### src/rtl/mcpt_pkg.sv
// mcpt_pkg: shared types and constants of the mask centroid path tracker
// register map, reset values and the configuration struct; no dependencies

package mcpt_pkg;

   localparam int DEF_MAX_WIDTH  = 1024;
   localparam int DEF_MAX_HEIGHT = 1024;

   localparam int DIM_CFG_W  = 11;
   localparam int BAND_CFG_W = 10;
   localparam int PIX_W      = 8;

   localparam int ROW_OUT_W   = 10;
   localparam int COL_OUT_W   = 10;
   localparam int COUNT_OUT_W = 21;
   localparam int PATH_W      = 32;

   localparam int CSR_ADDR_W = 4;
   localparam int CSR_DATA_W = 32;

   localparam logic [DIM_CFG_W-1:0]  RST_FRAME_WIDTH      = 11'd768;
   localparam logic [DIM_CFG_W-1:0]  RST_FRAME_HEIGHT     = 11'd576;
   localparam logic [BAND_CFG_W-1:0] RST_BORDER_BAND      = 10'd17;
   localparam logic [PIX_W-1:0]      RST_FOREGROUND_LEVEL = 8'd255;

   typedef enum logic [1:0] {
      REG_FRAME_WIDTH      = 2'd0,
      REG_FRAME_HEIGHT     = 2'd1,
      REG_BORDER_BAND      = 2'd2,
      REG_FOREGROUND_LEVEL = 2'd3
   } reg_index_type;

   typedef struct packed {
      logic [DIM_CFG_W-1:0]  frame_width;
      logic [DIM_CFG_W-1:0]  frame_height;
      logic [BAND_CFG_W-1:0] border_band;
      logic [PIX_W-1:0]      foreground_level;
   } cfg_type;

endpackage

### src/rtl/mcpt_front.sv
// mcpt_front: raster position tracking and per-frame foreground accumulation
// pushes one frame summary (row sum, column sum, count) per frame; uses mcpt_pkg

module mcpt_front #(
   parameter int MAX_WIDTH  = mcpt_pkg::DEF_MAX_WIDTH,
   parameter int MAX_HEIGHT = mcpt_pkg::DEF_MAX_HEIGHT
) (
   input  logic                                 clock,
   input  logic                                 reset,
   input  mcpt_pkg::cfg_type                    cfg,
   input  logic                                 pix_accept,
   input  logic [mcpt_pkg::PIX_W-1:0]           pix_value,
   output logic                                 push,
   output logic [$clog2(MAX_WIDTH*MAX_HEIGHT+1)
                 + ((MAX_WIDTH > MAX_HEIGHT) ? $clog2(MAX_WIDTH)
                                             : $clog2(MAX_HEIGHT))-1:0] push_row_sum,
   output logic [$clog2(MAX_WIDTH*MAX_HEIGHT+1)
                 + ((MAX_WIDTH > MAX_HEIGHT) ? $clog2(MAX_WIDTH)
                                             : $clog2(MAX_HEIGHT))-1:0] push_col_sum,
   output logic [$clog2(MAX_WIDTH*MAX_HEIGHT+1)-1:0]                   push_count
);

   localparam int CW    = $clog2(MAX_WIDTH);
   localparam int RW    = $clog2(MAX_HEIGHT);
   localparam int QW    = (CW > RW) ? CW : RW;
   localparam int CNT_W = $clog2(MAX_WIDTH*MAX_HEIGHT+1);
   localparam int SUM_W = CNT_W + QW;
   localparam int DIM_W = (QW + 1 > mcpt_pkg::DIM_CFG_W) ? QW + 1 : mcpt_pkg::DIM_CFG_W;

   logic [CW-1:0]    col_ff, col_in;
   logic [RW-1:0]    row_ff, row_in;
   logic [SUM_W-1:0] rsum_ff, rsum_in, csum_ff, csum_in;
   logic [CNT_W-1:0] cnt_ff, cnt_in;

   logic [DIM_W-1:0] fw, fh, w, h;
   logic             last_col, last_row, in_band, hit;
   logic [SUM_W-1:0] rsum_acc, csum_acc;
   logic [CNT_W-1:0] cnt_acc;

   always_comb begin
      fw = DIM_W'(cfg.frame_width);
      fh = DIM_W'(cfg.frame_height);
      if (fw == '0) begin
         w = DIM_W'(1);
      end else if (fw > DIM_W'(MAX_WIDTH)) begin
         w = DIM_W'(MAX_WIDTH);
      end else begin
         w = fw;
      end
      if (fh == '0) begin
         h = DIM_W'(1);
      end else if (fh > DIM_W'(MAX_HEIGHT)) begin
         h = DIM_W'(MAX_HEIGHT);
      end else begin
         h = fh;
      end

      // a position already past a shrunken limit also closes the row or frame
      last_col = (DIM_W'(col_ff) + DIM_W'(1)) >= w;
      last_row = (DIM_W'(row_ff) + DIM_W'(1)) >= h;
      in_band  = (DIM_W'(row_ff) <= DIM_W'(cfg.border_band)) ||
                 (DIM_W'(col_ff) <= DIM_W'(cfg.border_band));
      hit      = !in_band && (pix_value == cfg.foreground_level);

      rsum_acc = hit ? rsum_ff + SUM_W'(row_ff) : rsum_ff;
      csum_acc = hit ? csum_ff + SUM_W'(col_ff) : csum_ff;
      cnt_acc  = hit ? cnt_ff + CNT_W'(1) : cnt_ff;

      col_in  = col_ff;
      row_in  = row_ff;
      rsum_in = rsum_ff;
      csum_in = csum_ff;
      cnt_in  = cnt_ff;
      push    = 1'b0;
      if (pix_accept) begin
         rsum_in = rsum_acc;
         csum_in = csum_acc;
         cnt_in  = cnt_acc;
         if (!last_col) begin
            col_in = col_ff + CW'(1);
         end else begin
            col_in = '0;
            if (!last_row) begin
               row_in = row_ff + RW'(1);
            end else begin
               row_in  = '0;
               push    = 1'b1;
               rsum_in = '0;
               csum_in = '0;
               cnt_in  = '0;
            end
         end
      end
   end

   assign push_row_sum = rsum_acc;
   assign push_col_sum = csum_acc;
   assign push_count   = cnt_acc;

   always_ff @(posedge clock) begin
      if (reset) begin
         col_ff  <= '0;
         row_ff  <= '0;
         rsum_ff <= '0;
         csum_ff <= '0;
         cnt_ff  <= '0;
      end else begin
         col_ff  <= col_in;
         row_ff  <= row_in;
         rsum_ff <= rsum_in;
         csum_ff <= csum_in;
         cnt_ff  <= cnt_in;
      end
   end

endmodule

### src/rtl/mcpt_queue.sv
// mcpt_queue: two-entry queue of frame summaries between front and back
// generic payload width; no package dependencies

module mcpt_queue #(
   parameter int DATA_W = 8
) (
   input  logic              clock,
   input  logic              reset,
   input  logic              push,
   input  logic [DATA_W-1:0] push_data,
   output logic              full,
   input  logic              pop,
   output logic              empty,
   output logic [DATA_W-1:0] pop_data
);

   logic [DATA_W-1:0] entry_ff [2];
   logic              wr_ptr_ff, wr_ptr_in;
   logic              rd_ptr_ff, rd_ptr_in;
   logic [1:0]        fill_ff, fill_in;
   logic              do_push, do_pop;

   assign full     = fill_ff == 2'd2;
   assign empty    = fill_ff == 2'd0;
   assign pop_data = entry_ff[rd_ptr_ff];
   assign do_push  = push && !full;
   assign do_pop   = pop && !empty;

   always_comb begin
      wr_ptr_in = do_push ? !wr_ptr_ff : wr_ptr_ff;
      rd_ptr_in = do_pop ? !rd_ptr_ff : rd_ptr_ff;
      fill_in   = fill_ff;
      if (do_push && !do_pop) begin
         fill_in = fill_ff + 2'd1;
      end else if (do_pop && !do_push) begin
         fill_in = fill_ff - 2'd1;
      end
   end

   always_ff @(posedge clock) begin
      if (do_push) begin
         entry_ff[wr_ptr_ff] <= push_data;
      end
   end

   always_ff @(posedge clock) begin
      if (reset) begin
         wr_ptr_ff <= 1'b0;
         rd_ptr_ff <= 1'b0;
         fill_ff   <= 2'd0;
      end else begin
         wr_ptr_ff <= wr_ptr_in;
         rd_ptr_ff <= rd_ptr_in;
         fill_ff   <= fill_in;
      end
   end

endmodule

### src/rtl/mcpt_back.sv
// mcpt_back: per-frame centroid division, distance square root and path update
// one shared restoring divider, one digit-serial square root; uses mcpt_pkg

module mcpt_back #(
   parameter int MAX_WIDTH  = mcpt_pkg::DEF_MAX_WIDTH,
   parameter int MAX_HEIGHT = mcpt_pkg::DEF_MAX_HEIGHT
) (
   input  logic                                 clock,
   input  logic                                 reset,
   input  logic                                 q_empty,
   input  logic [$clog2(MAX_WIDTH*MAX_HEIGHT+1)
                 + ((MAX_WIDTH > MAX_HEIGHT) ? $clog2(MAX_WIDTH)
                                             : $clog2(MAX_HEIGHT))-1:0] q_row_sum,
   input  logic [$clog2(MAX_WIDTH*MAX_HEIGHT+1)
                 + ((MAX_WIDTH > MAX_HEIGHT) ? $clog2(MAX_WIDTH)
                                             : $clog2(MAX_HEIGHT))-1:0] q_col_sum,
   input  logic [$clog2(MAX_WIDTH*MAX_HEIGHT+1)-1:0]                   q_count,
   output logic                                 q_pop,
   output logic                                 rsp_valid,
   input  logic                                 rsp_stall,
   output logic [mcpt_pkg::ROW_OUT_W-1:0]       rsp_centroid_row,
   output logic [mcpt_pkg::COL_OUT_W-1:0]       rsp_centroid_col,
   output logic                                 rsp_found,
   output logic [mcpt_pkg::COUNT_OUT_W-1:0]     rsp_pixel_count,
   output logic [mcpt_pkg::PATH_W-1:0]          rsp_path_length
);

   localparam int CW     = $clog2(MAX_WIDTH);
   localparam int RW     = $clog2(MAX_HEIGHT);
   localparam int QW     = (CW > RW) ? CW : RW;
   localparam int CNT_W  = $clog2(MAX_WIDTH*MAX_HEIGHT+1);
   localparam int SUM_W  = CNT_W + QW;
   localparam int DV_W   = SUM_W + 1;
   localparam int SW     = QW + 1;
   localparam int RT_W   = 2 * SW;
   localparam int STEP_W = $clog2(SW + 1);
   localparam int PW     = mcpt_pkg::PATH_W;

   typedef enum logic [6:0] {
      ST_IDLE     = 7'b0000001,
      ST_DIV      = 7'b0000010,
      ST_DIFF     = 7'b0000100,
      ST_SQR_ROW  = 7'b0001000,
      ST_SQR_COL  = 7'b0010000,
      ST_ROOT     = 7'b0100000,
      ST_DONE     = 7'b1000000
   } back_state_type;

   back_state_type state_ff, state_in;

   logic [SUM_W-1:0]  csum_ff, csum_in;
   logic [CNT_W-1:0]  cnt_ff, cnt_in;
   logic [DV_W-1:0]   num_ff, num_in, den_ff, den_in;
   logic [QW-1:0]     quo_ff, quo_in;
   logic              div_col_ff, div_col_in;
   logic [STEP_W-1:0] step_ff, step_in;
   logic [QW-1:0]     crow_ff, crow_in, ccol_ff, ccol_in;
   logic [QW-1:0]     dr_ff, dr_in, dc_ff, dc_in;
   logic [RT_W-1:0]   rem_ff, rem_in, root_ff, root_in, bit_ff, bit_in;
   logic [SW-1:0]     dist_ff, dist_in;
   logic              add_dist_ff, add_dist_in;
   logic              found_ff, found_in;
   logic [QW-1:0]     last_row_ff, last_row_in, last_col_ff, last_col_in;
   logic              have_last_ff, have_last_in;
   logic [PW-1:0]     path_ff, path_in;

   logic                                rsp_valid_ff, rsp_valid_in;
   logic [mcpt_pkg::ROW_OUT_W-1:0]      rsp_row_ff, rsp_row_in;
   logic [mcpt_pkg::COL_OUT_W-1:0]      rsp_col_ff, rsp_col_in;
   logic                                rsp_found_ff, rsp_found_in;
   logic [mcpt_pkg::COUNT_OUT_W-1:0]    rsp_count_ff, rsp_count_in;
   logic [PW-1:0]                       rsp_path_ff, rsp_path_in;

   logic              div_ge;
   logic [QW-1:0]     quo_next;
   logic [QW-1:0]     mul_op;
   logic [2*QW-1:0]   sq;
   logic [RT_W-1:0]   trial, rem_next, root_next;
   logic [PW:0]       path_sum;
   logic [PW-1:0]     path_new;
   logic [31:0]       crow_wide, ccol_wide, cnt_wide;
   logic              out_free;

   assign out_free  = !rsp_valid_ff || !rsp_stall;
   assign crow_wide = 32'(crow_ff);
   assign ccol_wide = 32'(ccol_ff);
   assign cnt_wide  = 32'(cnt_ff);

   // shared datapath pieces
   always_comb begin
      div_ge    = num_ff >= den_ff;
      quo_next  = QW'({quo_ff, div_ge});
      mul_op    = (state_ff == ST_SQR_ROW) ? dr_ff : dc_ff;
      sq        = mul_op * mul_op;
      trial     = root_ff + bit_ff;
      if (rem_ff >= trial) begin
         rem_next  = rem_ff - trial;
         root_next = (root_ff >> 1) + bit_ff;
      end else begin
         rem_next  = rem_ff;
         root_next = root_ff >> 1;
      end
      path_sum = {1'b0, path_ff} + (PW+1)'(dist_ff);
      path_new = path_ff;
      if (add_dist_ff) begin
         path_new = path_sum[PW] ? '1 : path_sum[PW-1:0];
      end
   end

   always_comb begin
      state_in     = state_ff;
      csum_in      = csum_ff;
      cnt_in       = cnt_ff;
      num_in       = num_ff;
      den_in       = den_ff;
      quo_in       = quo_ff;
      div_col_in   = div_col_ff;
      step_in      = step_ff;
      crow_in      = crow_ff;
      ccol_in      = ccol_ff;
      dr_in        = dr_ff;
      dc_in        = dc_ff;
      rem_in       = rem_ff;
      root_in      = root_ff;
      bit_in       = bit_ff;
      dist_in      = dist_ff;
      add_dist_in  = add_dist_ff;
      found_in     = found_ff;
      last_row_in  = last_row_ff;
      last_col_in  = last_col_ff;
      have_last_in = have_last_ff;
      path_in      = path_ff;
      q_pop        = 1'b0;

      rsp_valid_in = (rsp_valid_ff && rsp_stall);
      rsp_row_in   = rsp_row_ff;
      rsp_col_in   = rsp_col_ff;
      rsp_found_in = rsp_found_ff;
      rsp_count_in = rsp_count_ff;
      rsp_path_in  = rsp_path_ff;

      case (state_ff)
         ST_IDLE: begin
            if (!q_empty) begin
               q_pop       = 1'b1;
               csum_in     = q_col_sum;
               cnt_in      = q_count;
               add_dist_in = 1'b0;
               if (q_count == '0) begin
                  found_in = 1'b0;
                  crow_in  = '0;
                  ccol_in  = '0;
                  state_in = ST_DONE;
               end else begin
                  // round(sum / n) as (2 sum + n) / 2n
                  found_in   = 1'b1;
                  num_in     = DV_W'({q_row_sum, 1'b0}) + DV_W'(q_count);
                  den_in     = DV_W'({q_count, 1'b0}) << (QW - 1);
                  quo_in     = '0;
                  div_col_in = 1'b0;
                  step_in    = STEP_W'(QW - 1);
                  state_in   = ST_DIV;
               end
            end
         end
         ST_DIV: begin
            num_in = div_ge ? num_ff - den_ff : num_ff;
            den_in = den_ff >> 1;
            quo_in = quo_next;
            if (step_ff != '0) begin
               step_in = step_ff - STEP_W'(1);
            end else if (!div_col_ff) begin
               crow_in    = quo_next;
               num_in     = DV_W'({csum_ff, 1'b0}) + DV_W'(cnt_ff);
               den_in     = DV_W'({cnt_ff, 1'b0}) << (QW - 1);
               quo_in     = '0;
               div_col_in = 1'b1;
               step_in    = STEP_W'(QW - 1);
            end else begin
               ccol_in     = quo_next;
               add_dist_in = have_last_ff;
               state_in    = have_last_ff ? ST_DIFF : ST_DONE;
            end
         end
         ST_DIFF: begin
            dr_in    = (crow_ff > last_row_ff) ? crow_ff - last_row_ff : last_row_ff - crow_ff;
            dc_in    = (ccol_ff > last_col_ff) ? ccol_ff - last_col_ff : last_col_ff - ccol_ff;
            state_in = ST_SQR_ROW;
         end
         ST_SQR_ROW: begin
            rem_in   = RT_W'(sq);
            state_in = ST_SQR_COL;
         end
         ST_SQR_COL: begin
            rem_in   = rem_ff + RT_W'(sq);
            root_in  = '0;
            bit_in   = RT_W'(1) << (RT_W - 2);
            step_in  = STEP_W'(SW - 1);
            state_in = ST_ROOT;
         end
         ST_ROOT: begin
            rem_in  = rem_next;
            root_in = root_next;
            bit_in  = bit_ff >> 2;
            if (step_ff != '0) begin
               step_in = step_ff - STEP_W'(1);
            end else begin
               // round half up: bump when remainder exceeds the floor root
               dist_in  = (rem_next > root_next) ? SW'(root_next + RT_W'(1))
                                                 : SW'(root_next);
               state_in = ST_DONE;
            end
         end
         ST_DONE: begin
            if (out_free) begin
               path_in = path_new;
               if (found_ff) begin
                  last_row_in  = crow_ff;
                  last_col_in  = ccol_ff;
                  have_last_in = 1'b1;
               end
               rsp_valid_in = 1'b1;
               rsp_row_in   = crow_wide[mcpt_pkg::ROW_OUT_W-1:0];
               rsp_col_in   = ccol_wide[mcpt_pkg::COL_OUT_W-1:0];
               rsp_found_in = found_ff;
               rsp_count_in = cnt_wide[mcpt_pkg::COUNT_OUT_W-1:0];
               rsp_path_in  = path_new;
               state_in     = ST_IDLE;
            end
         end
         default: begin
            state_in = ST_IDLE;
         end
      endcase
   end

   always_ff @(posedge clock) begin
      if (reset) begin
         state_ff     <= ST_IDLE;
         have_last_ff <= 1'b0;
         last_row_ff  <= '0;
         last_col_ff  <= '0;
         path_ff      <= '0;
         rsp_valid_ff <= 1'b0;
      end else begin
         state_ff     <= state_in;
         have_last_ff <= have_last_in;
         last_row_ff  <= last_row_in;
         last_col_ff  <= last_col_in;
         path_ff      <= path_in;
         rsp_valid_ff <= rsp_valid_in;
      end
   end

   always_ff @(posedge clock) begin
      csum_ff     <= csum_in;
      cnt_ff      <= cnt_in;
      num_ff      <= num_in;
      den_ff      <= den_in;
      quo_ff      <= quo_in;
      div_col_ff  <= div_col_in;
      step_ff     <= step_in;
      crow_ff     <= crow_in;
      ccol_ff     <= ccol_in;
      dr_ff       <= dr_in;
      dc_ff       <= dc_in;
      rem_ff      <= rem_in;
      root_ff     <= root_in;
      bit_ff      <= bit_in;
      dist_ff     <= dist_in;
      add_dist_ff <= add_dist_in;
      found_ff    <= found_in;
      rsp_row_ff   <= rsp_row_in;
      rsp_col_ff   <= rsp_col_in;
      rsp_found_ff <= rsp_found_in;
      rsp_count_ff <= rsp_count_in;
      rsp_path_ff  <= rsp_path_in;
   end

   assign rsp_valid        = rsp_valid_ff;
   assign rsp_centroid_row = rsp_row_ff;
   assign rsp_centroid_col = rsp_col_ff;
   assign rsp_found        = rsp_found_ff;
   assign rsp_pixel_count  = rsp_count_ff;
   assign rsp_path_length  = rsp_path_ff;

endmodule

### src/rtl/mask_centroid_path_tracker.sv
// mask_centroid_path_tracker: top level with register file, front, queue and back
// depends on mcpt_pkg, mcpt_front, mcpt_queue, mcpt_back
//
//   port group  | dir | handshake             | beat contents
//   req_*       | in  | req_valid / req_stall | pixel_value, one mask pixel in raster order
//   rsp_*       | out | rsp_valid / rsp_stall | centroid row/col, found, pixel count, path length
//   psel...     | in  | psel/penable, pready  | four config registers at byte offsets 0,4,8,12
//
// one pixel beat per cycle while req_stall is low; a frame summary goes to a two-entry queue at the last pixel
// a frame with a previous centroid runs both divisions on the shared bit-per-cycle divider,
// then the digit-serial square root of the squared distance to the previous centroid
// the first centroid skips the root, and an empty frame skips the divisions as well
// req_stall is high only while the queue holds two frames not yet taken by the back
// synchronous reset, active high; no clearing pass

module mask_centroid_path_tracker #(
   parameter int MAX_WIDTH  = mcpt_pkg::DEF_MAX_WIDTH,
   parameter int MAX_HEIGHT = mcpt_pkg::DEF_MAX_HEIGHT
) (
   input  logic                                clock,
   input  logic                                reset,
   input  logic                                req_valid,
   output logic                                req_stall,
   input  logic [mcpt_pkg::PIX_W-1:0]          req_pixel_value,
   output logic                                rsp_valid,
   input  logic                                rsp_stall,
   output logic [mcpt_pkg::ROW_OUT_W-1:0]      rsp_centroid_row,
   output logic [mcpt_pkg::COL_OUT_W-1:0]      rsp_centroid_col,
   output logic                                rsp_found,
   output logic [mcpt_pkg::COUNT_OUT_W-1:0]    rsp_pixel_count,
   output logic [mcpt_pkg::PATH_W-1:0]         rsp_path_length,
   input  logic                                psel,
   input  logic                                penable,
   input  logic                                pwrite,
   input  logic [mcpt_pkg::CSR_ADDR_W-1:0]     paddr,
   input  logic [mcpt_pkg::CSR_DATA_W-1:0]     pwdata,
   output logic [mcpt_pkg::CSR_DATA_W-1:0]     prdata,
   output logic                                pready
);

   localparam int CW     = $clog2(MAX_WIDTH);
   localparam int RW     = $clog2(MAX_HEIGHT);
   localparam int QW     = (CW > RW) ? CW : RW;
   localparam int CNT_W  = $clog2(MAX_WIDTH*MAX_HEIGHT+1);
   localparam int SUM_W  = CNT_W + QW;
   localparam int ENTRY_W = 2 * SUM_W + CNT_W;

   mcpt_pkg::cfg_type       cfg_ff, cfg_in;
   mcpt_pkg::reg_index_type reg_sel;
   logic                    csr_write;

   logic             pix_accept;
   logic             push, q_full, q_empty, q_pop;
   logic [SUM_W-1:0] push_row_sum, push_col_sum, q_row_sum, q_col_sum;
   logic [CNT_W-1:0] push_count, q_count;
   logic [ENTRY_W-1:0] push_data, pop_data;

   // register file
   assign pready    = 1'b1;
   assign reg_sel   = mcpt_pkg::reg_index_type'(paddr[3:2]);
   assign csr_write = psel && penable && pwrite && pready;

   always_comb begin
      cfg_in = cfg_ff;
      if (csr_write) begin
         case (reg_sel)
            mcpt_pkg::REG_FRAME_WIDTH:
               cfg_in.frame_width = pwdata[mcpt_pkg::DIM_CFG_W-1:0];
            mcpt_pkg::REG_FRAME_HEIGHT:
               cfg_in.frame_height = pwdata[mcpt_pkg::DIM_CFG_W-1:0];
            mcpt_pkg::REG_BORDER_BAND:
               cfg_in.border_band = pwdata[mcpt_pkg::BAND_CFG_W-1:0];
            mcpt_pkg::REG_FOREGROUND_LEVEL:
               cfg_in.foreground_level = pwdata[mcpt_pkg::PIX_W-1:0];
            default: begin
               cfg_in = cfg_ff;
            end
         endcase
      end
   end

   always_comb begin
      case (reg_sel)
         mcpt_pkg::REG_FRAME_WIDTH:      prdata = 32'(cfg_ff.frame_width);
         mcpt_pkg::REG_FRAME_HEIGHT:     prdata = 32'(cfg_ff.frame_height);
         mcpt_pkg::REG_BORDER_BAND:      prdata = 32'(cfg_ff.border_band);
         mcpt_pkg::REG_FOREGROUND_LEVEL: prdata = 32'(cfg_ff.foreground_level);
         default:                        prdata = '0;
      endcase
   end

   always_ff @(posedge clock) begin
      if (reset) begin
         cfg_ff.frame_width      <= mcpt_pkg::RST_FRAME_WIDTH;
         cfg_ff.frame_height     <= mcpt_pkg::RST_FRAME_HEIGHT;
         cfg_ff.border_band      <= mcpt_pkg::RST_BORDER_BAND;
         cfg_ff.foreground_level <= mcpt_pkg::RST_FOREGROUND_LEVEL;
      end else begin
         cfg_ff <= cfg_in;
      end
   end

   // front accepts pixels until the queue is full
   assign req_stall  = q_full;
   assign pix_accept = req_valid && !req_stall;

   mcpt_front #(
      .MAX_WIDTH  (MAX_WIDTH),
      .MAX_HEIGHT (MAX_HEIGHT)
   ) u_front (
      .clock        (clock),
      .reset        (reset),
      .cfg          (cfg_ff),
      .pix_accept   (pix_accept),
      .pix_value    (req_pixel_value),
      .push         (push),
      .push_row_sum (push_row_sum),
      .push_col_sum (push_col_sum),
      .push_count   (push_count)
   );

   assign push_data = {push_row_sum, push_col_sum, push_count};

   mcpt_queue #(
      .DATA_W (ENTRY_W)
   ) u_queue (
      .clock     (clock),
      .reset     (reset),
      .push      (push),
      .push_data (push_data),
      .full      (q_full),
      .pop       (q_pop),
      .empty     (q_empty),
      .pop_data  (pop_data)
   );

   assign q_row_sum = pop_data[ENTRY_W-1 -: SUM_W];
   assign q_col_sum = pop_data[CNT_W +: SUM_W];
   assign q_count   = pop_data[CNT_W-1:0];

   mcpt_back #(
      .MAX_WIDTH  (MAX_WIDTH),
      .MAX_HEIGHT (MAX_HEIGHT)
   ) u_back (
      .clock            (clock),
      .reset            (reset),
      .q_empty          (q_empty),
      .q_row_sum        (q_row_sum),
      .q_col_sum        (q_col_sum),
      .q_count          (q_count),
      .q_pop            (q_pop),
      .rsp_valid        (rsp_valid),
      .rsp_stall        (rsp_stall),
      .rsp_centroid_row (rsp_centroid_row),
      .rsp_centroid_col (rsp_centroid_col),
      .rsp_found        (rsp_found),
      .rsp_pixel_count  (rsp_pixel_count),
      .rsp_path_length  (rsp_path_length)
   );

endmodule

### config.mk
export PLATFORM = sky130hd
export DESIGN_NAME = mask_centroid_path_tracker
export DESIGN_NICKNAME = d
export VERILOG_FILES = /design/src/rtl/mcpt_pkg.sv /design/src/rtl/mcpt_front.sv /design/src/rtl/mcpt_queue.sv /design/src/rtl/mcpt_back.sv /design/src/rtl/mask_centroid_path_tracker.sv
export SDC_FILE = /design/constraint.sdc
export NUM_CORES = 2
export LEC_CHECK = 0
export BUFFER_PORTS_ARGS = -buffer_cell sky130_fd_sc_hd__buf_2
export CORE_ASPECT_RATIO = 1.1
export CORE_MARGIN = 2
export CORE_UTILIZATION = 60
export DETAILED_ROUTE_END_ITERATION = 6
export PLACE_DENSITY = 0.79
export SLEW_MARGIN = 20
export SYNTH_ARGS = -nofsm -noshare
export SYNTH_HDL_FRONTEND = slang
export SYNTH_HIERARCHICAL = 1
export SYNTH_SLANG_ARGS = --single-unit
export TNS_END_PERCENT = 50
### constraint.sdc
create_clock -name clock -period 9.05 [get_ports clock]
set_input_delay 1.81 -clock clock [delete_from_list [all_inputs] [get_ports clock]]
set_output_delay 1.81 -clock clock [all_outputs]
set_load 0.02 [all_outputs]
# ---- After elaboration in Yosys (flattened, before gate mapping)
# Memory sizes are Yosys's and may differ from the RTL's. A register that Yosys moved wholly into a read port is not among the register bits.
# Cells that the tools add are included.
dict set report op_classes {
  eq_ne 22
  addsub 23
  magnitude_cmp 11
  n_bitwise 2
  n_mul 1
  n_mux 87
  n_reduce_logical 47
}
# cell count
set op_table {}
lappend op_table {{$mux W32} 10}
lappend op_table {{$mux W31} 7}
lappend op_table {{$pmux W32 S2} 2}
lappend op_table {{$pmux W32 S4} 1}
lappend op_table {{$mux W10} 11}
lappend op_table {{$pmux W22 S2} 2}
lappend op_table {{$pmux W22 S3} 1}
lappend op_table {{$add A32 B21 Y32} 2}
lappend op_table {{$mux W21} 3}
lappend op_table {{$add A31 B10 Y31} 2}
lappend op_table {{$mux W11} 5}
lappend op_table {{$mux W7} 7}
lappend op_table {{$pmux W7 S7} 1}
lappend op_table {{$mux W22} 2}
lappend op_table {{$pmux W10 S2} 2}
lappend op_table {{$sub A10 B10 Y10} 4}
lappend op_table {{$mux W9} 4}
lappend op_table {{$add A32 B11 Y33} 1}
lappend op_table {{$ge A32 B32 Y1} 1}
lappend op_table {{$sub A32 B32 Y32} 1}
lappend op_table {{$add A10 B1 Y11 const B} 2}
lappend op_table {{$add A21 B22 Y22} 1}
lappend op_table {{$add A22 B20 Y22} 1}
lappend op_table {{$add A22 B22 Y22} 1}
lappend op_table {{other kinds (47)} 119}
dict set report word_totals {
  mem_count 1
  ff_bits 531
  word_cells 234
  mem_bits_rw 166
  out_inout_bits 109
}
# memory words width rd rd_clocked_by_memory_dff write_ports line_no
set memory_table {}
lappend memory_table {u_queue.entry_ff 2 83 1 1 1 mcpt_queue.sv:17} ;# logic [DATA_W-1:0] entry_ff [2];

# ---- Longest topological paths before layout
dict set report logic_depth {
  ltp_word 12
  mapped_depth 35
  depth_no_buf 33
}

# ---- Modules after synthesis
# The synthesis kept the hierarchy.
# module seq_area_each_um2 instances area_each_um2 cells_each
set by_module_without_submodules {}
lappend by_module_without_submodules {mcpt_back 10560.1 1 27943.0 2958}
lappend by_module_without_submodules {mcpt_front 2062.0 1 7901.3 1037}
lappend by_module_without_submodules {mcpt_queue 5084.9 1 6199.7 283}
lappend by_module_without_submodules {mask_centroid_path_tracker 800.8 1 2122.0 207}

# ---- Worst setup path after synthesis
# OpenSTA, ideal clock, no wires.
dict set report synth_path {
  kind {register to register}
  startpoint {register u_back.state_ff[4]}
  endpoint {register u_back.rem_ff[21], data pin}
  arrival_time_ns 7.271
  path_slack_ns 1.520
  n_path_buf 2
  stages_incl_launch_ff 31
  cell_sequence {dfxtp_1 > nor3_1 > nand4b_1 > buf_2 > buf_1 > mux2_2 > inv_1 > fa_1 > fa_1 > inv_1 > ha_1 > fa_1 > inv_1 > fa_1 > inv_1 > ha_1 > a211oi_1 > nand2_1 > o211a_1 > a221o_1 > a221oi_1 > xnor2_1 > ha_1 > a21oi_1 > nor2b_1 > nor2_1 > o21ai_0 > a31oi_1 > or3_1 > a31oi_1 > a211o_1}
}
dict set report synth_via {
  elab_chain_cells 5
  word_cells_on_any_way 7
  classes_between {add/sub: 1; mul: 1; eq/ne: 3; mux: 2}
}
# item line_no
set synth_lines {}
lappend synth_lines {{start: declaration} mcpt_back.sv:49} ;# back_state_type state_ff, state_in;
lappend synth_lines {{start signal: assignment} mcpt_back.sv:246} ;# state_ff <= state_in;
lappend synth_lines {{$eq A7 B4 Y1} {mcpt_back.sv:93, mcpt_back.sv:142}}
lappend synth_lines {{$mux W10} mcpt_back.sv:93} ;# mul_op = (state_ff == ST_SQR_ROW) ? dr_ff : dc_ff;
lappend synth_lines {{$mul A10 B10 Y20} mcpt_back.sv:94} ;# sq = mul_op * mul_op;
lappend synth_lines {{$add A22 B20 Y22} mcpt_back.sv:195} ;# rem_in = rem_ff + RT_W'(sq);
lappend synth_lines {{$pmux W22 S3 (*)} mcpt_back.sv:142} ;# case (state_ff)
lappend synth_lines {{named net u_back.rem_in[21]} mcpt_back.sv:59} ;# logic [RT_W-1:0] rem_ff, rem_in, root_ff, root_in, bit_ff, bit_in;
lappend synth_lines {{end signal: assignment} mcpt_back.sv:267} ;# rem_ff <= rem_in;
lappend synth_lines {{end: declaration} mcpt_back.sv:59}
# Mark *: on every way through the listed nets, which the timed path passes. The rest lies on a longest branch.
# A chain may end at the register's enable or synchronous reset.

# ---- Worst setup path in the final report
dict set report layout_path {
  startpoint {register u_back.state_ff[4]}
  endpoint {register u_back.rem_ff[19], data pin}
}
# Same word-level chain as after synthesis.

==> impl_metrics.toml <==
[drt]
drc = 0
routed_wl_um = 106000
routedWlPerCell_um = 19.2
dr.max_layer_used = "met4"
vias_per_cell = 6.10
drt_first_iter_violations = 2874
dr.pass1.iters = 6
dr_wl_met3_um = 6250
routed-via-count = 33900
met2WireLength_um = 52700
drt-met1-wl_um = 43400
ant_nets = 0

[place]
portBuffers = 114
dp_hpwl_um = 75900
post-place-ws_ns = 1.01
dpl.cell_count = 5420
place_congestion = 0.910

[cts]
cts-root-buf = "clkbuf_16"
tritoncts = "done"
ctsHoldBuffers = 0
clk_pin_slew_ns = 0.06
cts_made_buffers = 75
clk_path_buf_depth = 3
cts_setup_buffers = 0
h-tree-depth = 3
cts_sinks = 686
cts-resized-gates = 0
clk_latency_ns = 0.65

[timing]
max_slew_margin_pct = 26.5
fin_skew_ns = 0.0370
period_needed_ns = 8.08
grt_setup_unrepaired = "false"
setup_viol = 0
tightest_slew_ns = 1.10
period_share_pct = 89.3
max_freq_ghz = 0.124
finalHoldViolations = 0
setup-tns-final_ns = 0
final_max_slew_viol_count = 0
worst_slack_ns = 0.966

[critical_path]
reg2reg_depth = 32
endpoint_kind = "register"
critPathTopFamily = "adder cells"
required_ns = 9.42
r2r_slack_ns = 0.97
cpMostUsedCell = "fa_1"
crit_path_max_fanout = 17
critical-path-slowest-cell = "fa_1"
cp-startpoint = "u_back/state_ff[4]"
path_buf_inv = 6
cp-start-kind = "register"
critPathMaxStageDelay_ns = 0.56
cp_data_arrival_time_ns = 8.46
r2r-end = "u_back/rem_ff[19]"
rr_startpoint = "u_back/state_ff[4]"
path_class = "reg -> reg"

[logic_synthesis]
synth_area_leader_cell = "edfxtp_1"
synth-adder-area-share_pct = 11.9
synth_simple_gate_area_share_pct = 15.7
syn_inst = 4485
synth_most_common_cell = "edfxtp_1"
synth_edf_count = 477
synth_ff_type = "edfxtp_1"
synth_commonest_cells = "477 x edfxtp_1, 452 x nor2_1, 399 x nand2_1, 327 x ha_1, 274 x a21oi_1"
ys_ff_latch = 686
synth_area_um2 = 44200
synth_area_per_cell_um2 = 9.85
synth_compound_gate_area_share_pct = 14.2
synth_mux_area_share_pct = 5.04
synth.top_cell.area_share_pct = 32.4
async_reset_ff_share_pct = 0
netlist_top_cells_area = "edfxtp_1 32%, dfxtp_1 9.5%, ha_1 9.3%"
synth-seq-area-share_pct = 41.9
synth_xor_area_share_pct = 7.00
synth_top_family_by_area = "simple AND/OR/NAND/NOR gates"
ys_types = 113
yosys_warnings = 6

[floorplan]
initial_utilization_pct = 60.5
coreArea_um2 = 73000
row_count = 104
die_height_um = 289
die_x_um = 263
pin_count = 160
die_area_um2 = 75800

[layout]
drive_gt1_share_pct = 10.1
final_nets = 4979
instances_no_fill = 5561
area_growth_pct = 8.87
utilization_pct = 65.9

[global_routing]
grt_pass1_wl_um = 171000
grt.overflow.total = 0
grt_max_degree = 88
antenna_found_initial = 0
grtUsageTotal_pct = 27.7
grt_pass1_vias = 33100

[run_status]
status = "finished clean"

[pwr]
p_total_mw = 6.68
pwr_density_cell_nw_per_um2 = 139
leakage_nw = 19.0
irDropWorstVdd_mv = 0.141

[min_path]
hp-start = "u_back/last_col_ff[9]"
hold_path_depth = 2
worstHoldPathType = "reg -> reg"
hold_end = "u_back/last_col_ff[9]"

[flow_run]
drv_cap = 0
## state kept, by name (all words and copies together), names as in the netlist, 21 cells and up, named ones only
| signal | count |
|---|---|
| u_back/den_ff | 31 |
| u_back/csum_ff | 31 |
| u_front/rsum_ff | 31 |
| cfg_ff | 40 |
| u_back/rsp_pixel_count | 21 |
| u_back/num_ff | 32 |
| u_queue/entry_ff | 166 |
| u_back/rsp_path_length | 32 |
| u_front/cnt_ff | 21 |
| u_front/csum_ff | 31 |
| u_back/rem_ff | 22 |
| u_back/root_ff | 22 |
| u_back/path_ff | 32 |
| u_back/cnt_ff | 21 |
## final cells by class
| cell class | count | area (µm²) |
|---|---|---|
| tap | 954 | 1190 |
| clock inverter | 45 | 609 |
| clock buffer | 95 | 2030 |
| timing repair buffer | 152 | 858 |
| fill | 5631 | 24900 |
| sequential | 686 | 18500 |
| antenna | 1 | 2.50 |
| inverter | 254 | 957 |
| multi-input combinational | 3374 | 23900 |
## cell usage in the layout (no fill, tap or decap), drive strengths merged, types with 54 or more instances in the layout
cell type / count
xnor2: 202
fa: 58
ha: 327
a31oi: 75
nand2b: 83
nand4: 66
xor2: 151
o21ai: 201
nor3: 75
a21o: 70
dfxtp: 209
and3: 54
a21oi: 278
a211oi: 60
mux2i: 88
nor2: 455
buf: 152
clkbuf: 95
nand3: 101
inv: 258
nand2: 401
mux2: 102
edfxtp: 477
## report_power, final
group	total, mW	internal (mW)	switching [mW]
clock	3.26	1.91	1.35
combinational	0.0947	0.0296	0.0651
sequential	3.32	3.31	0.00419
## logic make-up after synthesis
family	count (synthesis)
adder cells (fa/ha/maj)	385
XOR/XNOR	353
buffers and inverters	445
flip-flops	686
other	2
AO/OA/AOI/OAI	964
multiplexers	198
AND/OR/NAND/NOR	1452
## per-layer routing
metal  vias up  GRT usage, %
met5         -             0
met4         0          12.0
met3       272          3.31
met2      1148          49.1
met1     16200          34.4
li1      16300             -
## worst max path at each step
stage / endpoint / slack (ns) / cells past startpoint
5_1_grt: u_back/rem_ff[21] / 0.36 / 31
6_report: u_back/rem_ff[19] / 0.97 / 32
3_5_place_dp: u_back/rem_ff[19] / 1.01 / 32
3_3_place_gp: u_back/rem_ff[21] / 1.09 / 32
2_1_floorplan: u_back/rem_ff[21] / 1.52 / 30
4_1_cts: u_back/rem_ff[19] / 0.98 / 32
## tightest hold or removal path, delay by kind of cell, from the launching register on
| family | cells | cell delay, ns |
|---|---|---|
| DFF | 1 | 0.31 |
| and+or+nand+nor | 1 | 0.05 |
| AOI/OAI and AO/OA | 1 | 0.05 |
## per-stage QoR
stage / hold WS [ns] / area [µm²]
after floorplan: 0.427 / 44200
after global placement: 0.444 / 45400
after detailed placement: 0.447 / 45400
after CTS: 0.455 / 48100
after global routing: 0.476 / 48100
final: 0.459 / 48100
(Power assumes the default switching activity.)
